`config.mk`:
```
export PLATFORM = sky130hd
export DESIGN_NAME = folded_name_crc32c_hash_core
export DESIGN_NICKNAME = d
export VERILOG_FILES = /design/src/hw/rtl/fnh_pkg.sv /design/src/hw/rtl/fnh_cp_hash.sv /design/src/hw/rtl/folded_name_crc32c_hash_core.sv
export SDC_FILE = /design/constraint.sdc
export NUM_CORES = 1
export LEC_CHECK = 0
export BUFFER_PORTS_ARGS = -buffer_cell sky130_fd_sc_hd__buf_2
export CORE_MARGIN = 3
export CORE_UTILIZATION = 60
export DETAILED_ROUTE_END_ITERATION = 8
export PLACE_DENSITY = 0.83
export SETUP_SLACK_MARGIN = 0.2
export SYNTH_ARGS = -nofsm -noshare
export SYNTH_HDL_FRONTEND = slang
export SYNTH_SLANG_ARGS = --single-unit
```
`constraint.sdc`:
```
create_clock -name i_clk -period 10.12 [get_ports i_clk]
set_clock_uncertainty 0.05 [all_clocks]
set_input_delay 2.53 -clock i_clk [delete_from_list [all_inputs] [get_ports i_clk]]
set_output_delay 2.53 -clock i_clk [all_outputs]
set_load 0.005 [all_outputs]
```
`src/hw/rtl/fnh_pkg.sv`:
```
// Shared types, constants and CRC-32C helpers for the folded-name hash core.
// No dependencies; imported by fnh_cp_hash and folded_name_crc32c_hash_core.
`default_nettype none

package fnh_pkg;

    // Hashing stops after this many code points per name.
    localparam int unsigned MAX_CODEPOINTS = 1024;
    localparam int CNT_W  = $clog2(MAX_CODEPOINTS + 1);

    localparam int BYTE_W = 8;
    localparam int CP_W   = 21;
    localparam int HASH_W = 22;
    localparam int CRC_W  = 32;
    localparam int PEND_W = 2;

    localparam logic [CRC_W-1:0] CRC_POLY = 32'h82F6_3B78;

    // UTF-8 lead byte tags
    localparam logic [2:0] LEAD2_TAG = 3'b110;
    localparam logic [3:0] LEAD3_TAG = 4'b1110;
    localparam logic [4:0] LEAD4_TAG = 5'b11110;

    // Case folding ranges
    localparam logic [CP_W-1:0] ASCII_UP_LO  = 21'h41;
    localparam logic [CP_W-1:0] ASCII_UP_HI  = 21'h5A;
    localparam logic [CP_W-1:0] LATIN_UP_LO  = 21'hC0;
    localparam logic [CP_W-1:0] LATIN_UP_HI  = 21'hDE;
    localparam logic [CP_W-1:0] LATIN_TIMES  = 21'hD7;
    localparam logic [CP_W-1:0] FOLD_OFFSET  = 21'h20;
    localparam logic [CP_W-1:0] SPLIT_LO     = 21'hE0;
    localparam logic [CP_W-1:0] SPLIT_HI     = 21'hFF;

    typedef logic [CRC_W-1:0] t_crc;
    typedef logic [CP_W-1:0]  t_cp;
    typedef logic [CRC_W-1:0][CRC_W-1:0] t_crc_cols;

    // Base letter (0 = no split) and combining mark for 0xE0..0xFF.
    localparam logic [7:0] SPLIT_BASE [32] = '{
        8'h61, 8'h61, 8'h61, 8'h61, 8'h61, 8'h61, 8'h00, 8'h63,
        8'h65, 8'h65, 8'h65, 8'h65, 8'h69, 8'h69, 8'h69, 8'h69,
        8'h00, 8'h6E, 8'h6F, 8'h6F, 8'h6F, 8'h6F, 8'h6F, 8'h00,
        8'h00, 8'h75, 8'h75, 8'h75, 8'h75, 8'h79, 8'h00, 8'h79
    };
    localparam logic [9:0] SPLIT_MARK [32] = '{
        10'h300, 10'h301, 10'h302, 10'h303, 10'h308, 10'h30A, 10'h000, 10'h327,
        10'h300, 10'h301, 10'h302, 10'h308, 10'h300, 10'h301, 10'h302, 10'h308,
        10'h000, 10'h303, 10'h300, 10'h301, 10'h302, 10'h303, 10'h308, 10'h000,
        10'h000, 10'h300, 10'h301, 10'h302, 10'h308, 10'h301, 10'h000, 10'h308
    };

    // Response of 32 reflected CRC shifts to each single input bit.
    function automatic t_crc_cols crc_cols_f();
        t_crc_cols cols;
        t_crc      c;
        for (int i = 0; i < CRC_W; i++) begin
            c = t_crc'(1) << i;
            for (int k = 0; k < CRC_W; k++) begin
                c = (c >> 1) ^ (c[0] ? CRC_POLY : '0);
            end
            cols[i] = c;
        end
        return cols;
    endfunction

    localparam t_crc_cols CRC_COLS = crc_cols_f();

    // One 32-bit word through the CRC: a flat XOR network over the columns.
    function automatic t_crc crc_word_f(t_crc c);
        t_crc r;
        r = '0;
        for (int i = 0; i < CRC_W; i++) begin
            if (c[i]) begin
                r = r ^ CRC_COLS[i];
            end
        end
        return r;
    endfunction

endpackage

`default_nettype wire

```
`src/hw/rtl/fnh_cp_hash.sv`:
```
// Case fold, Latin-1 split and CRC-32C update for one code point.
// Depends on fnh_pkg.
`default_nettype none

module fnh_cp_hash
    import fnh_pkg::*;
(
    input  wire t_crc i_crc,
    input  wire t_cp  i_cp,
    output t_crc      o_crc
);

    t_cp        fold_cp;
    logic [4:0] split_idx;
    logic       do_split;
    t_crc       word_a;
    t_crc       word_b;
    t_crc       crc_a;
    t_crc       crc_b;

    always_comb begin
        fold_cp = i_cp;
        if ((i_cp >= ASCII_UP_LO && i_cp <= ASCII_UP_HI) ||
            (i_cp >= LATIN_UP_LO && i_cp <= LATIN_UP_HI && i_cp != LATIN_TIMES)) begin
            fold_cp = i_cp + FOLD_OFFSET;
        end
    end

    assign split_idx = fold_cp[4:0];
    assign do_split  = (fold_cp >= SPLIT_LO) && (fold_cp <= SPLIT_HI) &&
                       (SPLIT_BASE[split_idx] != 8'h00);

    // Little-endian word of a code point is just its zero-extended value.
    assign word_a = do_split ? t_crc'(SPLIT_BASE[split_idx]) : t_crc'(fold_cp);
    assign word_b = t_crc'(SPLIT_MARK[split_idx]);

    assign crc_a  = crc_word_f(i_crc ^ word_a);
    assign crc_b  = crc_word_f(crc_a ^ word_b);
    assign o_crc  = do_split ? crc_b : crc_a;

endmodule

`default_nettype wire

```
`src/hw/rtl/folded_name_crc32c_hash_core.sv`:
```
// The hash is registered: o_valid rises once the last byte has passed from the byte register into the result register.
// Throughput: one name byte per cycle; a last byte waits in the byte register
// only while the previous hash is still unread on the result channel.
// Reset (i_rst_n low, synchronous): CRC, decoder state, counters and both
// valid flags clear; the core is ready for a byte in the next cycle.
// Depends on fnh_pkg and fnh_cp_hash.
`default_nettype none

module folded_name_crc32c_hash_core
    import fnh_pkg::*;
(
    input  wire               i_clk,
    input  wire               i_rst_n,
    // byte request channel
    input  wire               i_valid,
    output logic              o_ready,
    input  wire  [BYTE_W-1:0] i_name_byte,
    input  wire               i_is_last,
    // hash result channel
    output logic              o_valid,
    input  wire               i_ready,
    output logic [HASH_W-1:0] o_name_hash
);

    // Input register: one byte request waiting to be decoded.
    logic              r_in_valid;
    logic [BYTE_W-1:0] r_byte;
    logic              r_last;

    // Result register.
    logic              r_out_valid;
    logic [HASH_W-1:0] r_hash;

    // Per-name decode and hash state.
    t_crc              r_crc,     n_crc;
    t_cp               r_partial, n_partial;
    logic [PEND_W-1:0] r_pend,    n_pend;
    logic [CNT_W-1:0]  r_cnt,     n_cnt;
    logic              r_ended,   n_ended;

    logic              proc;
    logic              active;
    logic              take;
    t_cp               take_cp;
    t_cp               cont_cp;
    t_crc              cp_crc;
    t_crc              crc_after;

    // The byte register drains unless it holds a last byte and the result
    // register is still occupied by an unread hash.
    assign proc    = r_in_valid && (!r_last || !r_out_valid || i_ready);
    assign o_ready = !r_in_valid || proc;

    assign o_valid     = r_out_valid;
    assign o_name_hash = r_hash;

    // Bytes after a terminator or past the code point limit are ignored.
    assign active  = !r_ended && (r_cnt < CNT_W'(MAX_CODEPOINTS));
    assign cont_cp = {r_partial[CP_W-7:0], r_byte[5:0]};

    fnh_cp_hash u_cp_hash (
        .i_crc (r_crc),
        .i_cp  (take_cp),
        .o_crc (cp_crc)
    );

    // UTF-8 decoder: continuation bytes are taken unchecked; invalid leads
    // fall through all branches and are dropped.
    always_comb begin
        n_partial = r_partial;
        n_pend    = r_pend;
        n_ended   = r_ended;
        take      = 1'b0;
        take_cp   = '0;
        if (active) begin
            if (r_pend != '0) begin
                n_partial = cont_cp;
                n_pend    = r_pend - PEND_W'(1);
                if (r_pend == PEND_W'(1)) begin
                    take    = 1'b1;
                    take_cp = cont_cp;
                end
            end else if (r_byte == '0) begin
                n_ended = 1'b1;
            end else if (!r_byte[7]) begin
                take    = 1'b1;
                take_cp = t_cp'(r_byte);
            end else if (r_byte[7:5] == LEAD2_TAG) begin
                n_partial = t_cp'(r_byte[4:0]);
                n_pend    = PEND_W'(1);
            end else if (r_byte[7:4] == LEAD3_TAG) begin
                n_partial = t_cp'(r_byte[3:0]);
                n_pend    = PEND_W'(2);
            end else if (r_byte[7:3] == LEAD4_TAG) begin
                n_partial = t_cp'(r_byte[2:0]);
                n_pend    = PEND_W'(3);
            end
        end

        crc_after = take ? cp_crc : r_crc;
        n_crc     = crc_after;
        n_cnt     = take ? r_cnt + CNT_W'(1) : r_cnt;

        // Last byte: hash goes out, state clears for the next name.
        // A sequence still waiting for continuations is dropped here.
        if (r_last) begin
            n_crc     = '0;
            n_partial = '0;
            n_pend    = '0;
            n_cnt     = '0;
            n_ended   = 1'b0;
        end
    end

    always_ff @(posedge i_clk) begin
        if (!i_rst_n) begin
            r_in_valid <= 1'b0;
        end else if (o_ready) begin
            r_in_valid <= i_valid;
        end
    end

    always_ff @(posedge i_clk) begin
        if (o_ready && i_valid) begin
            r_byte <= i_name_byte;
            r_last <= i_is_last;
        end
    end

    always_ff @(posedge i_clk) begin
        if (!i_rst_n) begin
            r_crc     <= '0;
            r_partial <= '0;
            r_pend    <= '0;
            r_cnt     <= '0;
            r_ended   <= 1'b0;
        end else if (proc) begin
            r_crc     <= n_crc;
            r_partial <= n_partial;
            r_pend    <= n_pend;
            r_cnt     <= n_cnt;
            r_ended   <= n_ended;
        end
    end

    always_ff @(posedge i_clk) begin
        if (!i_rst_n) begin
            r_out_valid <= 1'b0;
        end else if (proc && r_last) begin
            r_out_valid <= 1'b1;
        end else if (i_ready) begin
            r_out_valid <= 1'b0;
        end
    end

    always_ff @(posedge i_clk) begin
        if (proc && r_last) begin
            r_hash <= crc_after[HASH_W-1:0];
        end
    end

endmodule

`default_nettype wire
```
==> impl_metrics.sql, run 1 <==
INSERT INTO impl_metrics (metric_group, metric, value, unit) VALUES
('floorplan', 'i_o_pins', '37', ''),
('setup_path', 'ff2ff_path_depth', '22', ''),
('sta', 'period_share', '81.2', '%'),
('detailed_routing', 'drt-initial-drc-count', '1051', ''),
('finish', 'filler_cell_count', '1519', ''),
('clock_network', 'numCtsBuffers', '9', ''),
('floorplan', 'die_h', '145', 'µm'),
('detailed_routing', 'route.antenna.remaining_nets', '0', ''),
('floorplan', 'core_region_area', '18800', 'µm²'),
('sta', 'final_period_minus_worst_setup_slack', '8.22', 'ns'),
('clock_network', 'hold_buffers', '0', ''),
('sta', 'setup-violations-final', '0', ''),
('setup_path', 'timing.critical_path.cells', 'nor2b_1 -> nor2_2 -> nand2_1 -> inv_1 -> ha_1 -> and4b_1 -> and3_1 -> a211oi_1 -> nand3_1 -> a21oi_2 -> o21a_1 -> nor3_1 -> and4b_1 -> xor3_1 -> xnor3_1 -> xnor2_1 -> xor2_1 -> xor3_1 -> xnor3_1 -> xnor2_1 -> mux2i_1 -> o21ai_1', ''),
('finish', 'total_nets_final', '1232', ''),
('detailed_routing', 'route.layer.met1.wl', '14400', 'µm'),
('run_status', 'status', 'finished clean', ''),
('floorplan', 'placement_rows', '50', ''),
('setup_path', 'critPathMaxFanout', '12', ''),
('sta', 'timing.slew.headroom', '8.40', '%'),
('setup_path', 'crit_arrival', '8.25', 'ns'),
('sta', 'tightest_slew', '1.36', 'ns'),
('global_route', 'global_route_wire_length_before_repair', '54600', 'µm'),
('yosys', 'syn-mean-instance-area', '9.61', 'µm²'),
('clock_network', 'postCtsResizedCells', '0', ''),
('floorplan', 'floorplan.die.width', '145', 'µm'),
('clock_network', 'tritoncts', 'done', ''),
('sta', 'final.setup.tns', '0', 'ns'),
('clock_network', 'tritoncts_num_sinks', '94', ''),
('detailed_routing', 'drt-total-wl', '35900', 'µm'),
('finish', 'antenna_cells_inserted', '0', ''),
('yosys', 'synth_ff_type', 'sky130_fd_sc_hd__dfxtp_1', ''),
('setup_path', 'worstSetupPathDepth', '22', ''),
('setup_path', 'reg_to_reg_startpoint', 'r_pend[0]', ''),
('global_route', 'first_global_vias', '9043', ''),
('sta', 'hold_viol_final', '0', ''),
('finish', 'final_layout_size_suffix_gt1_share', '10.9', '%'),
('floorplan', 'floorplan.die_area', '21000', 'µm²'),
('detailed_routing', 'met3RoutedLength', '3470', 'µm'),
('detailed_routing', 'met2WireLength', '16700', 'µm'),
('detailed_routing', 'post_drt_via_cell_ratio', '6.33', ''),
('clock_network', 'clock_latency', '0.36', 'ns'),
('setup_path', 'worst-path-buf-inv', '1', ''),
('global_route', 'grt.total_usage', '33.5', '%'),
('global_route', 'grt.overflow.total', '0', ''),
('setup_path', 'critPathKind', 'reg2reg', ''),
('place', 'gp_congestion', '1.01', ''),
('detailed_routing', 'route.detailed.drc', '0', ''),
('detailed_routing', 'dr.pass1.iters', '6', ''),
('min_path', 'min_path_cells', '2', ''),
('yosys', 'syn_nets', '1227', ''),
('yosys', 'number_of_enable_flip_flop_cells_after_synthesis', '31', ''),
('setup_path', 'worstSetupEndpointType', 'register', ''),
('yosys', 'synthesis.yosys.warnings', '0', ''),
('yosys', 'number_of_register_bits_inferred_by_synthesis', '94', ''),
('place', 'port_bufs', '36', ''),
('global_route', 'grt_antenna_before_repair', '0', ''),
('setup_path', 'slowest_stage', 'sky130_fd_sc_hd__nor2b_1', ''),
('finish', 'mostFrequentLayoutCell', 'sky130_fd_sc_hd__xnor2_1', ''),
('setup_path', 'regToRegSetupSlack', '1.90', 'ns'),
('place', 'place_hpwl', '27900', 'µm'),
('finish', 'area_growth', '5.74', '%'),
('sta', 'maxClockFrequency', '122', 'MHz'),
('sta', 'report.final.slew_viol_count', '0', ''),
('sta', 'rsz0062_at_grt', 'no', ''),
('yosys', 'ys_async_sr_fraction', '0', '%'),
('setup_path', 'worstSetupStartpointType', 'register', ''),
('min_path', 'hold_class', 'reg2reg', ''),
('clock_network', 'max-clock-path-buffers', '2', ''),
('detailed_routing', 'routedWlPerCell', '24.3', 'µm'),
('clock_network', 'postCtsSetupRepairBufs', '0', ''),
('floorplan', 'floorplan.initialDensity', '61.5', '%');
==> Yosys cell counts (6+ instances only) <==
master / instances / area (µm²)
sky130_fd_sc_hd__xnor2_1: 293 / 2570
sky130_fd_sc_hd__xor2_1: 125 / 1090
sky130_fd_sc_hd__nand2_1: 111 / 417
sky130_fd_sc_hd__dfxtp_1: 63 / 1260
sky130_fd_sc_hd__nor2_1: 61 / 229
sky130_fd_sc_hd__xnor3_1: 56 / 1260
sky130_fd_sc_hd__a21oi_1: 45 / 225
sky130_fd_sc_hd__o21ai_0: 45 / 225
sky130_fd_sc_hd__clkbuf_1: 35 / 131
sky130_fd_sc_hd__edfxtp_1: 31 / 931
sky130_fd_sc_hd__nand3_1: 25 / 125
sky130_fd_sc_hd__inv_1: 19 / 71.3
sky130_fd_sc_hd__o21ai_1: 19 / 95.1
sky130_fd_sc_hd__and3_1: 16 / 100
sky130_fd_sc_hd__xnor2_2: 15 / 244
sky130_fd_sc_hd__xor3_1: 15 / 357
sky130_fd_sc_hd__nor3_1: 13 / 65.1
sky130_fd_sc_hd__a22oi_1: 10 / 75.1
sky130_fd_sc_hd__buf_2: 9 / 45.0
sky130_fd_sc_hd__ha_1: 9 / 113
sky130_fd_sc_hd__mux2i_1: 8 / 80.1
sky130_fd_sc_hd__o211ai_1: 7 / 52.6
sky130_fd_sc_hd__o21a_1: 7 / 52.6
sky130_fd_sc_hd__xnor2_4: 7 / 193
sky130_fd_sc_hd__a31oi_1: 6 / 37.5
sky130_fd_sc_hd__and2_1: 6 / 37.5
sky130_fd_sc_hd__xor2_2: 6 / 97.6
==> kinds of logic (layout without fill, tap and decap cells) <==
| logic type | Yosys count | count (layout) | synth area share (%) |
|---|---|---|---|
| compound gates | 211 | 211 | 12.6 |
| xor+xnor | 523 | 523 | 51.5 |
| fa+ha+maj | 9 | 9 | 0.972 |
| buf+inv | 74 | 84 | 2.73 |
| flops | 94 | 94 | 18.9 |
| mux | 14 | 14 | 1.37 |
| simple gates | 280 | 280 | 11.9 |
==> sequential cells by signal, summed over array words and instances (netlist names) <==
| register | cells |
|---|---|
| r_in_valid | 1 |
| r_partial | 15 |
| r_last | 1 |
| o_valid | 1 |
| r_cnt | 11 |
| r_pend | 2 |
| r_crc | 32 |
| o_name_hash | 22 |
| r_ended | 1 |
| r_byte | 8 |
==> layer usage <==
metal  vias up  GRT usage [%]
met1      4564           45.8
met2       522           54.2
li1       4162              -
met5         -              0
met4         0           12.3
met3        85           5.00
==> metrics by stage <==
stage	util [%]	hold WS, ns	worst slack (ns)	instance area [µm²]	instances
floorplan	-	0.391	3.49	11600	1205
global placement	63.4	0.406	2.31	11900	1459
detailed placement	63.4	0.420	2.12	11900	1459
CTS	65.0	0.429	2.06	12200	1475
global route	65.0	0.452	1.39	12200	1475
finish	65.0	0.435	1.90	12200	1475
==> worst min-delay path, stage by stage, from the launching register on <==
cell and delay [ns]:
sky130_fd_sc_hd__dfxtp_1 0.33, sky130_fd_sc_hd__nand2_1 0.06, sky130_fd_sc_hd__a21oi_1 0.05
==> worst max path at each step <==
stage / start / slack, ns / endpoint
floorplan: r_pend[1] / 3.49 / o_name_hash[1]
global placement: r_pend[0] / 2.31 / r_crc[31]
detailed placement: r_pend[0] / 2.12 / o_name_hash[1]
CTS: r_pend[0] / 2.06 / o_name_hash[1]
global route: r_pend[0] / 1.39 / o_name_hash[1]
finish: r_pend[0] / 1.90 / o_name_hash[1]
==> layout make-up <==
cell class	instances	area, µm²	share of cell area, %
Multi-Input combinational cell	1037	9080	74.2
Timing Repair Buffer	48	270	2.21
Inverter	20	75.1	0.613
Tap cell	260	325	2.66
Clock buffer	10	229	1.87
Clock inverter	6	72.6	0.593
Sequential cell	94	2190	17.9
Power of run 1 is left out: the tool's default activity adds up to more than one toggle a clock period on the data nets, which glitch-free logic cannot reach.
==> inputs of run 2 (changes only) <==
==> constraint.sdc (replaced) <==
create_clock -name i_clk -period 7.6 [get_ports i_clk]
set_clock_uncertainty 0.05 [all_clocks]
set_input_delay 1.9 -clock i_clk [delete_from_list [all_inputs] [get_ports i_clk]]
set_output_delay 1.9 -clock i_clk [all_outputs]
set_load 0.005 [all_outputs]
==> run 2 against run 1 <==
Cell count up 2.8%. Critical path type unchanged. Sequential cell count unchanged. Via count increased by 0.33%. First-iteration DRC count grew 8.4%. Global-route usage increased by 0.67 points. Sequential share of layout area shrank 0.51 points. Worst hold slack worse by 0.0038 ns. Critical path depth did not move. Non-clock buffer count is 42 higher. Die area did not move. Register-to-register slack worse by 1.5 ns. Wire length grew 1.9%.
==> impl_metrics.sql, run 2 (synthesis gave the netlist of run 1 again) <==
INSERT INTO impl_metrics (metric_group, metric, value, unit) VALUES
('run_status', 'status', 'finished clean', ''),
('place', 'place_hpwl', '28900', 'µm'),
('setup_path', 'crit_arrival', '7.42', 'ns'),
('global_route', 'grt.overflow.total', '0', ''),
('place', 'gp_congestion', '1.05', ''),
('detailed_routing', 'routedWlPerCell', '24.1', 'µm'),
('clock_network', 'clock_latency', '0.37', 'ns'),
('min_path', 'hold_class', 'reg2reg', ''),
('floorplan', 'floorplan.initialDensity', '61.5', '%'),
('setup_path', 'slowest_stage', 'sky130_fd_sc_hd__a221oi_4', ''),
('finish', 'mostFrequentLayoutCell', 'sky130_fd_sc_hd__xnor2_1', ''),
('setup_path', 'worst-path-buf-inv', '1', ''),
('place', 'port_bufs', '36', ''),
('sta', 'period_share', '94.5', '%'),
('finish', 'seqCellArea', '2190', 'µm²'),
('detailed_routing', 'drt-total-wl', '36500', 'µm'),
('detailed_routing', 'dr.pass1.iters', '6', ''),
('setup_path', 'worst-endpoint-required', '7.84', 'ns'),
('global_route', 'grt_antenna_before_repair', '0', ''),
('clock_network', 'tritoncts', 'done', ''),
('detailed_routing', 'route.antenna.remaining_nets', '0', ''),
('global_route', 'first_global_vias', '8946', ''),
('finish', 'area_growth', '8.83', '%'),
('sta', 'hold_viol_final', '0', ''),
('min_path', 'hp-start', 'r_partial[10]', ''),
('setup_path', 'timing.critical_path.cells', 'or3_4 -> nor2_2 -> nand2_1 -> inv_1 -> ha_1 -> mux2_2 -> a32oi_1 -> a211o_1 -> o41a_4 -> o211a_1 -> a21boi_0 -> a221oi_4 -> xnor3_1 -> xnor2_4 -> xnor2_2 -> xnor2_1 -> xnor2_1 -> xnor3_1 -> xnor2_1 -> mux2_2 -> o32a_1 -> nor2_1', ''),
('min_path', 'min_path_cells', '2', ''),
('floorplan', 'i_o_pins', '37', ''),
('setup_path', 'worstSetupEndpointType', 'register', ''),
('clock_network', 'cts_htree_levels', '3', ''),
('floorplan', 'die_h', '145', 'µm'),
('finish', 'multiInputGateArea', '9140', 'µm²'),
('sta', 'final_period_minus_worst_setup_slack', '7.18', 'ns'),
('global_route', 'grt_start_max_net_pins', '43', ''),
('finish', 'largest_register_ffs', '32', ''),
('setup_path', 'rr_endpoint', 'r_crc[19]', ''),
('detailed_routing', 'vias', '9364', ''),
('finish', 'filler_cell_count', '1519', ''),
('setup_path', 'ff2ff_path_depth', '22', ''),
('job', 'timing.max_cap.violations', '0', ''),
('finish', 'total_nets_final', '1274', ''),
('global_route', 'grt.total_usage', '34.2', '%'),
('finish', 'layout_common_cells', '292 x sky130_fd_sc_hd__xnor2_1, 124 x sky130_fd_sc_hd__xor2_1, 111 x sky130_fd_sc_hd__nand2_1, 63 x sky130_fd_sc_hd__dfxtp_1, 61 x sky130_fd_sc_hd__nor2_1', ''),
('min_path', 'hold_path_end', 'r_partial[10]', ''),
('setup_path', 'path_delay_family', 'XOR/XNOR gates', ''),
('clock_network', 'tritoncts_num_sinks', '94', ''),
('setup_path', 'regToRegSetupSlack', '0.42', 'ns'),
('sta', 'maxClockFrequency', '139', 'MHz'),
('detailed_routing', 'post_drt_via_cell_ratio', '6.17', ''),
('finish', 'final_layout_size_suffix_gt1_share', '14.5', '%'),
('setup_path', 'reg_to_reg_startpoint', 'r_ended', ''),
('floorplan', 'placement_rows', '50', ''),
('finish', 'registers.top_by_ff_count', 'r_crc', ''),
('floorplan', 'floorplan.die.width', '145', 'µm'),
('setup_path', 'critPathKind', 'reg2reg', ''),
('setup_path', 'startpoint', 'r_ended', ''),
('setup_path', 'critical_path.most_common_cell', 'sky130_fd_sc_hd__xnor2_1', ''),
('floorplan', 'core_region_area', '18800', 'µm²'),
('sta', 'timing.slew.headroom', '13.5', '%'),
('sta', 'report.final.slew_viol_count', '0', ''),
('sta', 'setup-violations-final', '0', ''),
('clock_network', 'max-clock-path-buffers', '2', ''),
('detailed_routing', 'drt-initial-drc-count', '1139', ''),
('setup_path', 'critPathMaxFanout', '11', ''),
('clock_network', 'cts_root_buf', 'sky130_fd_sc_hd__clkbuf_16', ''),
('global_route', 'global_route_wire_length_before_repair', '55200', 'µm'),
('setup_path', 'critPathMaxStageDelay', '0.61', 'ns'),
('clock_network', 'cts.reportedPaths.clkPinSlew', '0.07', 'ns'),
('floorplan', 'floorplan.die_area', '21000', 'µm²'),
('sta', 'rsz0062_at_grt', 'yes', ''),
('sta', 'final.setup.tns', '0', 'ns'),
('setup_path', 'worstSetupStartpointType', 'register', ''),
('sta', 'tightest_slew', '1.29', 'ns'),
('finish', 'antenna_cells_inserted', '0', ''),
('clock_network', 'numCtsBuffers', '9', ''),
('detailed_routing', 'route.detailed.drc', '0', '');
run 2: cell types whose count changed in the layout (fill, tap and decap cells not counted), sizes merged:
cell,before,now
clkinv,1,2
clkbuf,10,9
bufinv,1,0
buf,48,90
inv,24,25
run 2: per-stage QoR:
step / util [%] / cells / setup slack [ns] / hold WS [ns] / instance area, µm²
2_1_floorplan: - / 1205 / 0.971 / 0.391 / 11600
3_3_place_gp: 65.0 / 1498 / 0.238 / 0.411 / 12200
3_5_place_dp: 65.0 / 1498 / 0.253 / 0.418 / 12200
4_1_cts: 66.5 / 1514 / 0.224 / 0.430 / 12500
5_1_grt: 66.9 / 1517 / 0.198 / 0.459 / 12600
6_report: 66.9 / 1517 / 0.422 / 0.431 / 12600
run 2: cell type report:
cell class                      instances  area share, %
Multi-Input combinational cell       1037           72.5
Clock buffer                            9           1.79
Sequential cell                        94           17.4
Tap cell                              260           2.58
Timing Repair Buffer                   90           4.65
Clock inverter                          7          0.516
Inverter                               20          0.596
run 2: timing repair:
action	in CTS	in global routing
gates resized for setup	0	10
buffers inserted	0	3
endpoints found under the setup margin	0	26
hold buffers	0	0
run 2: how the worst max path moves through the flow:
| stage | slack [ns] | to | cells after the start |
|---|---|---|---|
| after CTS | 0.22 | r_crc[9] | 22 |
| after global routing | 0.20 | r_crc[19] | 22 |
| after global placement | 0.24 | r_crc[9] | 21 |
| after detailed placement | 0.25 | r_crc[26] | 21 |
| after floorplan | 0.97 | o_name_hash[1] | 25 |
| final | 0.42 | r_crc[19] | 22 |
run 2: tightest hold or removal path, stage by stage, from the launching register on:
cell and delay [ns]:
sky130_fd_sc_hd__dfxtp_1 0.33, sky130_fd_sc_hd__nand2_1 0.06, sky130_fd_sc_hd__a21oi_1 0.05
run 2: per-layer routing:
layer / up-vias / part of all wire [%] / global-route usage [%]
li1: 4231 / - / -
met1: 4505 / 40 / 46.1
met2: 521 / 46 / 55.3
met3: 107 / 9.8 / 5.93
met4: 0 / 4.4 / 13.0
met5: - / 0 / 0
Power of run 2 is left out for the same reason.
